--- config.mk ---
export PLATFORM = sky130hd
export DESIGN_NAME = bhpq_ram
export DESIGN_NICKNAME = d
export VERILOG_FILES = /design/src/bhpq_ram.sv
export SDC_FILE = /design/constraint.sdc
export NUM_CORES = 1
export LEC_CHECK = 0
export ABC_AREA = 1
export BUFFER_PORTS_ARGS = -buffer_cell sky130_fd_sc_hd__buf_2
export CORE_MARGIN = 5
export CORE_UTILIZATION = 49
export DETAILED_ROUTE_END_ITERATION = 8
export GPL_TIMING_DRIVEN = 0
export PLACE_DENSITY = 0.84
export SETUP_SLACK_MARGIN = 0.4
export SLEW_MARGIN = 15
export SYNTH_ARGS = -nofsm -noshare
export SYNTH_HDL_FRONTEND = slang
export SYNTH_SLANG_ARGS = --single-unit
--- constraint.sdc ---
create_clock -name aclk -period 3.8 [get_ports aclk]
set_input_delay 0.38 -clock aclk [delete_from_list [all_inputs] [get_ports aclk]]
set_output_delay 0.38 -clock aclk [all_outputs]
set_load 0.02 [all_outputs]
--- src/bhpq_ram.sv ---
// ============================================================================
// bhpq_ram
// Generic single-write, single-read memory with a registered read port.
// ============================================================================
module bhpq_ram #(
    parameter  int WIDTH = 64,
    parameter  int DEPTH = 2,
    localparam int AW    = (DEPTH > 1) ? $clog2(DEPTH) : 1
) (
    input  logic             aclk,
    input  logic             we,
    input  logic [AW-1:0]    waddr,
    input  logic [WIDTH-1:0] wdata,
    input  logic             re,
    input  logic [AW-1:0]    raddr,
    output logic [WIDTH-1:0] rdata
);

    logic [WIDTH-1:0] mem [DEPTH];
    logic [WIDTH-1:0] rdata_reg;

    // write port and registered read
    always_ff @(posedge aclk) begin
        if (we) begin
            mem[waddr] <= wdata;
        end
        if (re) begin
            rdata_reg <= mem[raddr];
        end
    end

    assign rdata = rdata_reg;

endmodule

# [After elaboration in Yosys (flattened, before gate mapping)]
# Memories as Yosys holds them, arrays and structs flattened. A register that Yosys moved wholly into a read port is not among the register bits.
# Index checks and enable logic that the tools add are counted.
[op_classes] muxes=2
[op_table] op="$mux 1" count=2
[totals] input_bits=69 memories=1 regBits=0 ramBits=128 out_inout_bits=64 word_cells=3
[mem_list] name="mem" depth=2 word_bits=64 rd=1 rd_clocked_by_memory_dff=1 wr=1 line="19" text="logic [WIDTH-1:0] mem [DEPTH];"

# [Logic depth before layout (Yosys ltp)]
[depth] ltp_word=2 depth_mapped=4 depth_no_buf=3

# [Worst setup path before layout]
# OpenSTA, ideal clock, no wires.
[synth_path] path_kind="input port to flip-flop" startpoint="input port we" endpoint="memory mem[0][0] (enable)" setup_time_ps=488 path_slack_ps=208 arrival_ps=3104 required_time_ps=3312 path_buffers=0 cell_stages=2 path_cell_list="inv_1 -> nor2_1"
[synth_via] elab_chain_cells=2
[synth_rtl] item="from (decl)" line="11" text="input logic we,"
[synth_rtl] item="$mux 1" line="24" text="if (we) begin"
[synth_rtl] item="$mux 1 (not written as such)" line="25" text="mem[waddr] <= wdata;"
[synth_rtl] item="to (decl)" line="19"
# Every way passes these cells.

# [Worst setup path in the final report]
[layout_path] startpoint="register rdata_reg[46] (netlist: rdata[46]), read port of mem" endpoint="output port rdata[46]"
[layout_lines] item="from (decl)" line="20" text="logic [WIDTH-1:0] rdata_reg;"
[layout_lines] item="to (decl)" line="16" text="output logic [WIDTH-1:0] rdata"
# No word-level cell between the ends.

==> metrics.md <==
| Metric | Value |
|---|---|
| RSZ-0062 raised after global routing | no |
| Synth Flop Type | edfxtp_1 |
| Top Ports | 133 |
| Die Height | 126.3 microns |
| Fin area | 8289 sq um |
| R2r endpoint | rdata[8] |
| Setup violations, final | 0 |
| Synth unique cells | 8 |
| # hold bufs at CTS | 0 |
| Crit path max-delay family | flip-flops |
| Area grow syn2layout | 25.12% |
| Tmin final | 1.373 ns |
| Static leakage | 3.373 nW |
| Count leader, synth | nand2_1 |
| Dpl cell area | 7599 sq um |
| Worst skew pair latency | 0.42 ns |
| Status | complete, no violations |
| DPL Wire Length | 7.942 mm |
| Antenna violations before repair | 1 |
| Port buffer count | 132 |
| # DRC | 0 |
| Wire per inst | 15.83 microns |
| Reg-to-reg slack, setup | 3.03 ns |
| Fin Clk Skew | 0.007223 ns |
| Peak supply drop | 0.0004905 V |
| Ant diodes | 0 |
| R2r worst-path depth | 2 |
| Ranking of synthesized cells by area | edfxtp_1 87%, nand2_1 11%, clkbuf_8 1.2% |
| CTS H-tree lvls | 4 |
| Final wirelength | 11.81 mm |
| # fillers | 981 |
| Async S/R FF share, synth | 0 |
| Final std cells w/o fill | 746 |
| Commonest cells in the netlist | 193 x nand2_1, 192 x edfxtp_1, 6 x buf_2, 6 x clkbuf_8, 2 x inv_1 |
| Syn Area/Cell | 16.48 sq um |
| Synth Instances | 402 |
| Max cap viols | 0 |
| Clk pin slew, worst setup/hold paths | 0.07 ns |
| Worst path slowest cell | edfxtp_1 |
| Setup TNS | 0 ns |
| Starting Density | 0.5003 |
| Post-synth EDFFs | 192 |
| GPL Wtd Cong | 0.7015 |
| Layout cells sized above 1 | 0.3211 |
| TritonCTS Sinks | 192 |
| Worst-Margin Slew | 0.4794 ns |
| Finished Core Util | 0.6259 |
| Sequential cell area fraction in the yosys report | 0.8703 |
| Placed cells | 714 |
| Vias in the first global route | 3758 |
| Drt first-iter violations | 171 |
| Hold Path Stages | 1 |
| Largest net degree at the start of global routing | 40 |
| Hold WS | 0.1441 ns |
| Max FFs per register | 128 |
| Multi-input logic area | 735.7 sq um |
| Synth area leader | edfxtp_1 |
| CP required | 3.42 ns |
| NumNets Final | 626 |
| Slew HR | 0.6796 |
| Clk root buf | clkbuf_16 |
| Worst R2R Start | mem[1][8] |
| Tot Pwr | 4.879 mW |
| Setup WS post-layout | 2.427 ns |
| Post-CTS setup buffer count | 0 |
| #FFs+latches synth | 192 |
| Core area | 13240 sq um |
| Critical Path Start Type | flop |
| Post-cts resize count | 0 |
| Final Max Slew Viols | 0 |
| Reg area | 5766 sq um |
| WP buf/inv | 1 |
| Die area | 15950 sq um |
| Worst Hold Class | in2reg |
| Cts bufs inserted | 17 |
| Critical path endpoint category | primary output |
| Crit-path max FO | 1 |
| Setup CP Type | reg2out |
| Period Utilization, post-route | 0.3614 |
| Ys Warns | 0 |
| Peak Freq | 728.2 MHz |
| Hold endpoint | mem[0][61] |
| Vias | 3557 |
| Hold Fails Final Rpt | 0 |
| Max clock buf depth | 2 |
| Pre-CTS setup slack | 2.265 ns |
| DR pass1 iterations | 4 |
| GRT Total Usage | 0.1558 |
| Share of the synthesized area in the top cell type | 0.8703 |
| Mapped Area | 6625 sq um |
| Std cell rows | 42 |
| ANT nets after route | 0 |
| Critical Path AT | 0.99 ns |
| Power per cell area | 588.5 nW/um^2 |
| CP peak stage delay | 0.40 ns |
| CTS tree | done |
| First-pass GRT wire length | 18.79 mm |
| Die X | 126.3 microns |
| Hold_sp | wdata[61] |
| Vias per cell | 4.768 |
| Post-synthesis net count | 471 |
| Grt total ovfl | 0 |
| Crit-path cells | buf_2 |
power by group:
part	switching [mW]	internal, mW	leakage, nW	total, mW
combinational	0.202	0.102	1.22	0.305
clock	0.739	1.30	0.319	2.04
sequential	0.0371	2.50	1.84	2.54
final cells by class:
cell class                      count  area share
Sequential cell                   192      0.6955
Timing Repair Buffer              136     0.08966
Multi-Input combinational cell    194     0.08875
Clock buffer                       17     0.05132
Clock inverter                     15     0.03200
Tap cell                          176     0.02657
Buffer                             13     0.01449
Inverter                            3    0.001660
cell families (layout without fill, tap and decap cells):
| family | Yosys count | in the layout | synth area share |
|---|---|---|---|
| buffers and inverters | 16 | 184 | 0.01983 |
| flip-flops | 192 | 192 | 0.8703 |
| AND/OR/NAND/NOR | 194 | 194 | 0.1099 |
worst max path at each step:
stage	start	end	slack (ns)	depth (start not counted)
2_1_floorplan	we	mem[0][0]	1.32	2
3_3_place_gp	waddr	mem[0][28]	0.35	2
3_5_place_dp	waddr	mem[1][28]	2.27	4
4_1_cts	rdata[46]	rdata[46]	2.40	1
5_1_grt	rdata[13]	rdata[13]	2.37	1
6_report	rdata[46]	rdata[46]	2.43	1
per-layer routing:
metal	GRT usage	up-vias	share of wire
li1	-	1716	-
met1	0.1785	1715	0.41
met2	0.2695	107	0.51
met3	0.05123	17	0.066
met4	0.06498	2	0.017
met5	0	-	0.00059
placed cells by master, fill, tap and decap left out:
| cell | instances |
|---|---|
| buf_2 | 137 |
| clkinvlp_4 | 5 |
| inv_4 | 1 |
| clkbuf_8 | 6 |
| clkinv_4 | 1 |
| clkbuf_16 | 17 |
| inv_2 | 1 |
| nor2_4 | 1 |
| clkinv_2 | 1 |
| buf_4 | 2 |
| inv_1 | 1 |
| bufinv_16 | 7 |
| clkinv_1 | 1 |
| edfxtp_1 | 192 |
| buf_12 | 4 |
| nand2_1 | 193 |
Power figures use the tool's default switching activity.
