File: src/bhpq_pkg.sv
// ============================================================================
// bhpq_pkg
// Shared types, constants and helpers for the binary heap priority queue:
// heap geometry, level memory sizing, transfer structs and the order compare.
// ============================================================================
package bhpq_pkg;

    // heap geometry
    localparam int CAPACITY   = 1024;
    localparam int DATA_WIDTH = 32;
    localparam int NUM_LEVELS = $clog2(CAPACITY + 1);
    localparam int IDX_WIDTH  = NUM_LEVELS;
    localparam int CNT_WIDTH  = $clog2(CAPACITY + 1);
    localparam int LVL_WIDTH  = (NUM_LEVELS > 1) ? $clog2(NUM_LEVELS) : 1;

    // stream field widths
    localparam int VALUE_WIDTH = 32;
    localparam int COUNT_WIDTH = 11;
    localparam int MDATA_WIDTH = 80;

    // command codes
    localparam logic CMD_INSERT = 1'b0;
    localparam logic CMD_POP    = 1'b1;

    typedef enum logic [1:0] {
        STATUS_OK    = 2'd0,
        STATUS_EMPTY = 2'd1,
        STATUS_FULL  = 2'd2
    } status_t;

    typedef logic signed [DATA_WIDTH-1:0] data_t;
    // two sibling entries, slot 1 holds the odd index
    typedef logic [1:0][DATA_WIDTH-1:0]   pair_t;
    typedef logic [IDX_WIDTH-1:0]         idx_t;
    typedef logic [CNT_WIDTH-1:0]         cnt_t;
    typedef logic [LVL_WIDTH-1:0]         lvl_t;

    // sift token handed from cell to cell
    typedef struct packed {
        logic  valid;
        logic  up;
        idx_t  idx;
        data_t val;
        pair_t held;
    } tok_t;

    typedef struct packed {
        logic  en;
        idx_t  idx;
        pair_t data;
    } wreq_t;

    typedef struct packed {
        logic en;
        idx_t idx;
    } rreq_t;

    // true if a belongs above b; mode 1 is min order, 0 is max order
    function automatic logic ranks_above(input logic mode, input data_t a, input data_t b);
        return mode ? (a < b) : (a > b);
    endfunction

    // number of sibling pairs stored at one heap level
    function automatic int level_depth(input int k);
        int lo;
        int hi;
        lo = 1 << k;
        hi = (1 << (k + 1)) - 1;
        if (hi > CAPACITY) hi = CAPACITY;
        return (hi >> 1) - (lo >> 1) + 1;
    endfunction

    function automatic int ram_addr_width(input int depth);
        return (depth > 1) ? $clog2(depth) : 1;
    endfunction

    // level of a 1-based heap index (position of its top set bit)
    function automatic lvl_t level_of(input idx_t i);
        lvl_t lvl;
        lvl = '0;
        for (int b = 0; b < IDX_WIDTH; b++) begin
            if (i[b]) lvl = LVL_WIDTH'(b);
        end
        return lvl;
    endfunction

endpackage

File: src/bhpq_cell.sv
// ============================================================================
// bhpq_cell
// One heap level: takes a sift token from a neighbor, reads its own level,
// compares, writes the held pair back to the neighbor level and passes on.
// ============================================================================
module bhpq_cell import bhpq_pkg::*; (
    input  logic  aclk,
    input  logic  aresetn,
    input  logic  heap_mode,
    input  cnt_t  count,
    input  tok_t  tok_in,
    input  pair_t rdata,
    output rreq_t rd_req,
    output wreq_t wr_own,
    output wreq_t wr_nb_up,
    output wreq_t wr_nb_dn,
    output tok_t  tok_out,
    output logic  done
);

    tok_t tok_reg;
    logic busy_reg;
    logic cmp_reg;
    logic act;

    logic [IDX_WIDTH:0] lw;
    logic [IDX_WIDTH:0] rw;
    logic [IDX_WIDTH:0] cnt_x;
    logic [IDX_WIDTH:0] best2;
    data_t              x;
    data_t              lv;
    data_t              rv;
    data_t              cv;
    data_t              pv;
    logic               l_ok;
    logic               r_ok;
    logic               move;
    logic               leaf;
    logic               swap;
    logic               at_root;
    idx_t               best;
    idx_t               q;
    pair_t              nb_pair;
    pair_t              own_pair;

    // token capture and read/compare phase
    always_ff @(posedge aclk) begin
        if (!aresetn) begin
            busy_reg <= 1'b0;
            cmp_reg  <= 1'b0;
        end else if (tok_in.valid) begin
            busy_reg <= 1'b1;
            cmp_reg  <= 1'b0;
        end else if (busy_reg && !cmp_reg) begin
            cmp_reg  <= 1'b1;
        end else begin
            busy_reg <= 1'b0;
            cmp_reg  <= 1'b0;
        end
    end

    always_ff @(posedge aclk) begin
        if (tok_in.valid) begin
            tok_reg <= tok_in;
        end
    end

    assign act = busy_reg && cmp_reg;

    // read the parent pair going up, the children pair going down
    always_comb begin
        rd_req.en  = busy_reg && !cmp_reg;
        rd_req.idx = tok_reg.up ? (tok_reg.idx >> 1) : idx_t'({tok_reg.idx, 1'b0});
    end

    // compare and steer
    always_comb begin
        x     = tok_reg.val;
        lv    = data_t'(rdata[0]);
        rv    = data_t'(rdata[1]);
        cnt_x = (IDX_WIDTH + 1)'(count);

        // sift down: pick the child that beats x, left wins ties
        lw    = {tok_reg.idx, 1'b0};
        rw    = {tok_reg.idx, 1'b1};
        l_ok  = (lw <= cnt_x) && ranks_above(heap_mode, lv, x);
        r_ok  = (rw <= cnt_x) && ranks_above(heap_mode, rv, l_ok ? lv : x);
        move  = l_ok || r_ok;
        best  = r_ok ? rw[IDX_WIDTH-1:0] : lw[IDX_WIDTH-1:0];
        cv    = r_ok ? rv : lv;
        best2 = {best, 1'b0};
        leaf  = best2 > cnt_x;

        // sift up: compare x against its parent
        q       = tok_reg.idx >> 1;
        pv      = data_t'(rdata[q[0]]);
        swap    = ranks_above(heap_mode, x, pv);
        at_root = (q == idx_t'(1));

        nb_pair  = tok_reg.held;
        own_pair = rdata;
        wr_own   = '0;
        wr_nb_up = '0;
        wr_nb_dn = '0;
        tok_out  = '0;
        done     = 1'b0;

        if (act) begin
            if (tok_reg.up) begin
                nb_pair[tok_reg.idx[0]] = swap ? pv : x;
                wr_nb_up.en   = 1'b1;
                wr_nb_up.idx  = tok_reg.idx;
                wr_nb_up.data = nb_pair;
                own_pair[1]   = x;
                wr_own.en     = swap && at_root;
                wr_own.idx    = q;
                wr_own.data   = own_pair;
                tok_out.valid = swap && !at_root;
                tok_out.up    = 1'b1;
                tok_out.idx   = q;
                tok_out.val   = x;
                tok_out.held  = rdata;
                done          = !swap || at_root;
            end else begin
                nb_pair[tok_reg.idx[0]] = move ? cv : x;
                wr_nb_dn.en   = 1'b1;
                wr_nb_dn.idx  = tok_reg.idx;
                wr_nb_dn.data = nb_pair;
                own_pair[best[0]] = x;
                wr_own.en     = move && leaf;
                wr_own.idx    = best;
                wr_own.data   = own_pair;
                tok_out.valid = move && !leaf;
                tok_out.up    = 1'b0;
                tok_out.idx   = best;
                tok_out.val   = x;
                tok_out.held  = rdata;
                done          = !move || leaf;
            end
        end
    end

endmodule

File: config.mk
export PLATFORM = sky130hd
export DESIGN_NAME = bhpq_cell
export DESIGN_NICKNAME = d
export VERILOG_FILES = /design/src/bhpq_pkg.sv /design/src/bhpq_cell.sv
export SDC_FILE = /design/constraint.sdc
export NUM_CORES = 1
export LEC_CHECK = 0
export ABC_AREA = 1
export BUFFER_PORTS_ARGS = -buffer_cell sky130_fd_sc_hd__buf_2
export CAP_MARGIN = 20
export CORE_AREA = 2 2 206 208
export CTS_CLUSTER_SIZE = 40
export DETAILED_ROUTE_END_ITERATION = 10
export DIE_AREA = 0 0 208 210
export PLACE_DENSITY = 0.56
export SLEW_MARGIN = 20
export SYNTH_ARGS = -nofsm -noshare
export SYNTH_HDL_FRONTEND = slang
export SYNTH_SLANG_ARGS = --single-unit
File: constraint.sdc
create_clock -name aclk -period 6.6 [get_ports aclk]
set_input_delay 0.99 -clock aclk [delete_from_list [all_inputs] [get_ports aclk]]
set_output_delay 0.99 -clock aclk [all_outputs]
set_load 0.01 [all_outputs]
Yosys cells after proc, flatten, opt, wreduce, memory -nomap -nowiden. Cells that the tools add are included.

Memories: 0. Output and inout port bits: 350. Bits in registers: 110. Bits in latches: 0. ROM bits: 0. Memory bits (writable): 0.

Div/mod/pow operators: 0. Bitwise gates (word level): 1. $add $sub $neg: 0. Reduce and logical (&&, ||, !) cells: 19. Mux-type cells: 31. Multiply operators: 0. Eq/ne operators: 2. Order comparisons: 14. Shift operators: 0.

Operator list (count): 76-bit 2-to-1 mux (6); 32-bit 2-to-1 mux (8); 109-bit 2-to-1 mux (2); 64-bit bitwise mux (3); 32-bit > comparator (3); 32-bit < comparator (3); 32-bit demux with 1-bit select (2); 12-bit by 11-bit less-or-equal comparator with 1-bit output (2); 12-bit by 11-bit > comparator with 1-bit output (1); 11-bit 2-to-1 mux (1); 10-bit by 1-bit equality test with 1-bit output, second input constant (1); 1-bit logical AND (10); 1-bit 2-to-1 mux (9); 1-bit by 2-bit < comparator with 1-bit output, second input constant (3); 1-bit logical NOT (5); 1-bit logical OR (3); 1-bit greater-or-equal comparator, second input constant (2); 2-bit inequality test, second input constant (1); 2-bit OR reduction (1); 1-bit NOT (1).

Longest topological paths before layout.
Word-level depth: 15. Depth in mapped cells: 47.

Least setup slack after synthesis. OpenSTA, ideal clock, no wires.

Path kind: in2out. Start point: in rdata[31] (netlist name). End point: out tok_out[108] (netlist name). Setup slack: 0.562 ns. Required time: 5.610 ns. Stages: 37. Path buffers: 2. Data arrival time: 5.048 ns. Cells stage by stage: ha_1 > nand2_1 > nor2_1 > nand4_1 > nor2_1 > nand2_1 > nand2_1 > nand2_1 > nand3_1 > nand2_1 > inv_1 > nand2_1 > buf_2 > nand2_1 > nand2_1 > ha_1 > nand2_1 > nor4_2 > nand2_1 > nand2_1 > nand2_1 > nand2_1 > nand2_1 > nand3_1 > nand2_1 > a21oi_2 > buf_2 > ha_1 > inv_1 > nor2_1 > o21ai_0 > nand2_1 > nand3_1 > o2111ai_1 > nand2_1 > nand3_1 > a21oi_1.

RTL lines: start, declared (line bhpq_cell.sv:12) `input pair_t rdata,`; end, declared (line bhpq_cell.sv:17) `output tok_t tok_out,`.

Worst setup path in the final report.
Start point: in count[7]. End point: out done.

Longest elaborated chain between the ends: 11. Elaborated cells on any way between the ends: 15. Classes of those cells: order compare: 5; mux: 5; reduce/logical: 5.

Ends and longest elaborated chain: start, declared (line bhpq_cell.sv:10) `input cnt_t count,`; 12-bit by 11-bit less-or-equal comparator with 1-bit output (line bhpq_cell.sv:86) `l_ok = (lw <= cnt_x) && ranks_above(heap_mode, lv, x);`; 1-bit logical AND (line bhpq_cell.sv:86); 32-bit 2-to-1 mux (line bhpq_cell.sv:87) `r_ok = (rw <= cnt_x) && ranks_above(heap_mode, rv, l_ok ? lv : x);`; 32-bit > comparator or 32-bit < comparator (tied branches) (line bhpq_pkg.sv:60) `return mode ? (a < b) : (a > b);`; 1-bit 2-to-1 mux (line bhpq_pkg.sv:60); 1-bit logical AND (line bhpq_cell.sv:87); 1-bit 2-to-1 mux or 1-bit logical OR (tied branches) (line bhpq_cell.sv:89, bhpq_cell.sv:88); 12-bit by 11-bit > comparator with 1-bit output or 1-bit logical NOT (tied branches) (line bhpq_cell.sv:92, bhpq_cell.sv:138); 1-bit logical OR * (line bhpq_cell.sv:138) `done = !move || leaf;`; 1-bit 2-to-1 mux * (line bhpq_cell.sv:109) `if (tok_reg.up) begin`; 1-bit 2-to-1 mux * (line bhpq_cell.sv:108) `if (act) begin`; end, declared (line bhpq_cell.sv:18) `output logic done`.

Every way passes the cells marked *; elsewhere a longest branch is shown, timed or not.

==> impl_metrics.py <==
metrics = {
    "worst_setup_path": {
        "critPathRequiredTime_ns": 5.61,
        "endpoint_kind": "output port",
        "slowest_delay_ns": 0.32,
        "worstPathMaxFanout": 2,
        "cp-start-kind": "input pin",
        "timing.rr.start": "busy_reg$_SDFFE_PN0P_",
        "crit_arrival_ns": 5.54,
        "worstSetupPathType": "in -> out",
        "cp-startpoint": "count[7]",
        "crit_top_cell": "buf_4",
        "crit_slowest_cell": "ha_1",
    },
    "floorplan": {
        "coreArea_sq_um": 41500,
        "start_util": 0.302,
        "io_pins": 537,
        "die_w_um": 208,
        "die_h_um": 210,
        "rows": 75,
        "die_area_sq_um": 43700,
    },
    "synth": {
        "synthArstFlopShare": 0,
        "yosysTopAreaCell": "edfxtp_1",
        "seq_area_frac_synth": 0.262,
        "syn_inst": 2002,
        "synth_ff_type": "edfxtp_1",
        "synthTopCellsByCount": "nor2_1 (468), nand2_1 (404), inv_1 (309), nand3_1 (239), ha_1 (117)",
        "yosysMostFrequentCell": "nor2_1",
        "synth_edf_count": 108,
        "synth_area_leaders": "edfxtp_1 (26%), nor2_1 (14%), nand2_1 (12%)",
        "synth_area_sq_um": 12500,
        "synthDistinctLibCells": 32,
        "synth_top_area_frac": 0.259,
        "avgSynthCellArea_sq_um": 6.26,
        "ys_ff_latch": 110,
        "yosys_warnings": 0,
        "syn_nets": 2306,
    },
    "final_layout": {
        "fill_cells": 4428,
        "largest_reg_flops": 65,
        "final_cells": 3131,
        "syn_to_final_growth_pct": 41.0,
        "fin_area_sq_um": 17700,
        "fin_nets": 2889,
        "drive_gt1_frac": 0.339,
    },
    "timing": {
        "setup_viol": 0,
        "slew_viol_final": 0,
        "min_period_over_period": 0.990,
        "grt_setup_unrepaired": "yes",
        "tightest_slew_ns": 1.06,
        "period_minus_slack_ns": 6.53,
        "timing.final.hold_violations": 0,
        "finalClockSkew_ns": 0.0000226,
        "fmax_mhz": 153,
        "relSlewSlack": 0.293,
        "fin_tns_setup_ns": 0,
    },
    "routing": {
        "vias": 15524,
        "drt-pass1-iter-count": 5,
        "final_antenna_net_count": 0,
        "via_per_inst": 4.96,
        "drt_iter0_drc": 1060,
        "drc_errors": 0,
        "avgRoutedWirePerCell_um": 18.8,
        "drt_wl_total_um": 59000,
    },
    "clock_network": {
        "cts_sinks": 110,
        "cts-root-buf": "clkbuf_16",
        "insertion_delay_ns": 0.40,
        "cts_tree": "done",
        "path_clk_slew_ns": 0.08,
        "ctsHtreeMaxLevel": 3,
        "cts_buffers": 9,
        "cts-hold-fix-buffers": 0,
        "clockBufferDepth": 2,
    },
    "place": {
        "io_buffers": 536,
        "place_congestion": 0.957,
        "placed_cell_area_sq_um": 16400,
        "placed_cells": 3083,
        "post-dp-hpwl_um": 45200,
    },
    "worst_hold_path": {
        "hp-class": "reg -> reg",
        "hp-start": "busy_reg$_SDFFE_PN0P_",
    },
    "global_routing": {
        "grt_max_degree": 82,
        "overflow": 0,
        "grt_pass1_wl_um": 88200,
        "grtUsageTotal": 0.261,
        "antenna_found_initial": 2,
        "grt_pass1_vias": 14818,
    },
    "run_status": {
        "status": "finished clean",
    },
    "pwr": {
        "p_leak_uw": 0.0106,
        "p_per_area_nw_per_um2": 158,
        "peakVddDrop_mv": 0.122,
    },
    "flow_run": {
        "cap_violations": 0,
    },
}
where the power goes:
part           switching (uW)  internal, uW
clock network             318           259
registers                41.4           829
logic                     841           499
critical path, delay by kind of cell:
| family | cells | cell delay, ns |
|---|---|---|
| buffers and inverters | 20 | 2.32 |
| AOI/OAI and AO/OA | 8 | 0.97 |
| and+or+nand+nor | 9 | 0.69 |
| adders and majority gates | 2 | 0.55 |
kinds of logic (layout without fill, tap and decap cells):
| group | after synthesis | count (layout) | synth area share |
|---|---|---|---|
| other cells | 0 | 2 | 0 |
| compound gates | 143 | 143 | 0.0617 |
| buf+inv | 429 | 1017 | 0.138 |
| flops | 110 | 110 | 0.262 |
| fa+ha+maj | 117 | 117 | 0.117 |
| simple gates | 1203 | 1203 | 0.421 |
cells in the final DEF (no fill, tap or decap), types with 2 or more instances in the layout:
master / n
nand4_1: 14
dfxtp_1: 2
nor3_1: 6
buf_6: 11
clkinvlp_4: 2
nand2_1: 365
diode_2: 2
o211ai_1: 2
nor3_2: 63
nor2_1: 462
o21ai_2: 3
buf_2: 528
nand2_2: 28
o21ai_1: 4
o22ai_1: 10
buf_8: 3
nor2_4: 5
nand2_4: 12
buf_4: 136
ha_1: 92
inv_6: 2
nand3_2: 16
nor4_1: 3
a21oi_2: 7
nand3_1: 225
inv_1: 303
o21ai_0: 52
inv_2: 6
a21oi_4: 2
a21o_1: 3
inv_4: 2
ha_4: 25
a21oi_1: 49
clkbuf_16: 9
o21a_1: 5
buf_12: 10
edfxtp_1: 108
layout make-up:
cell class                      count  area (sq um)  share of cell area
Clock inverter                      6          45.0             0.00255
Antenna cell                        2          5.00            0.000283
Sequential cell                   110          3280               0.186
Multi-Input combinational cell   1463          8200               0.464
Inverter                          312          1180              0.0666
Tap cell                          539           674              0.0382
Clock buffer                       10           229              0.0130
Timing Repair Buffer              689          4060               0.230
per-layer routing:
metal	up-vias	GRT usage	part of all wire
met5	-	0	0
met4	0	0.0770	0.023
met3	69	0.0326	0.057
met2	605	0.453	0.49
met1	7330	0.341	0.43
li1	7520	-	-
final timing paths:
| kind | to | slack (ns) | depth (start not counted) |
|---|---|---|---|
| setup / recovery | done | 0.07 | 39 |
| hold / removal | cmp_reg$_SDFF_PP0_ | 0.50 | 2 |
| setup reg to reg | busy_reg$_SDFFE_PN0P_ | 5.83 | 4 |
| hold reg to reg | cmp_reg$_SDFF_PP0_ | 0.50 | 2 |
metrics by stage:
| step | hold WS (ns) | util | power [uW] | setup WS (ns) |
|---|---|---|---|---|
| 2_1_floorplan | 0.420 | - | 1560 | 0.562 |
| 3_3_place_gp | 0.478 | 0.395 | 2060 | -0.678 |
| 3_5_place_dp | 0.488 | 0.395 | 2070 | -0.702 |
| 4_1_cts | 0.501 | 0.417 | 2750 | -0.0439 |
| 5_1_grt | 0.530 | 0.426 | 2970 | -0.194 |
| 6_report | 0.498 | 0.426 | 2790 | 0.0674 |
timing repair:
action	4_1_cts	5_1_grt
resized for setup	95	59
setup endpoints to repair	133	127
pin swaps	47	43
cloned	1	0
buffers inserted	27	4
hold endpoints to repair	0	0
Power figures use the tool's default switching activity.
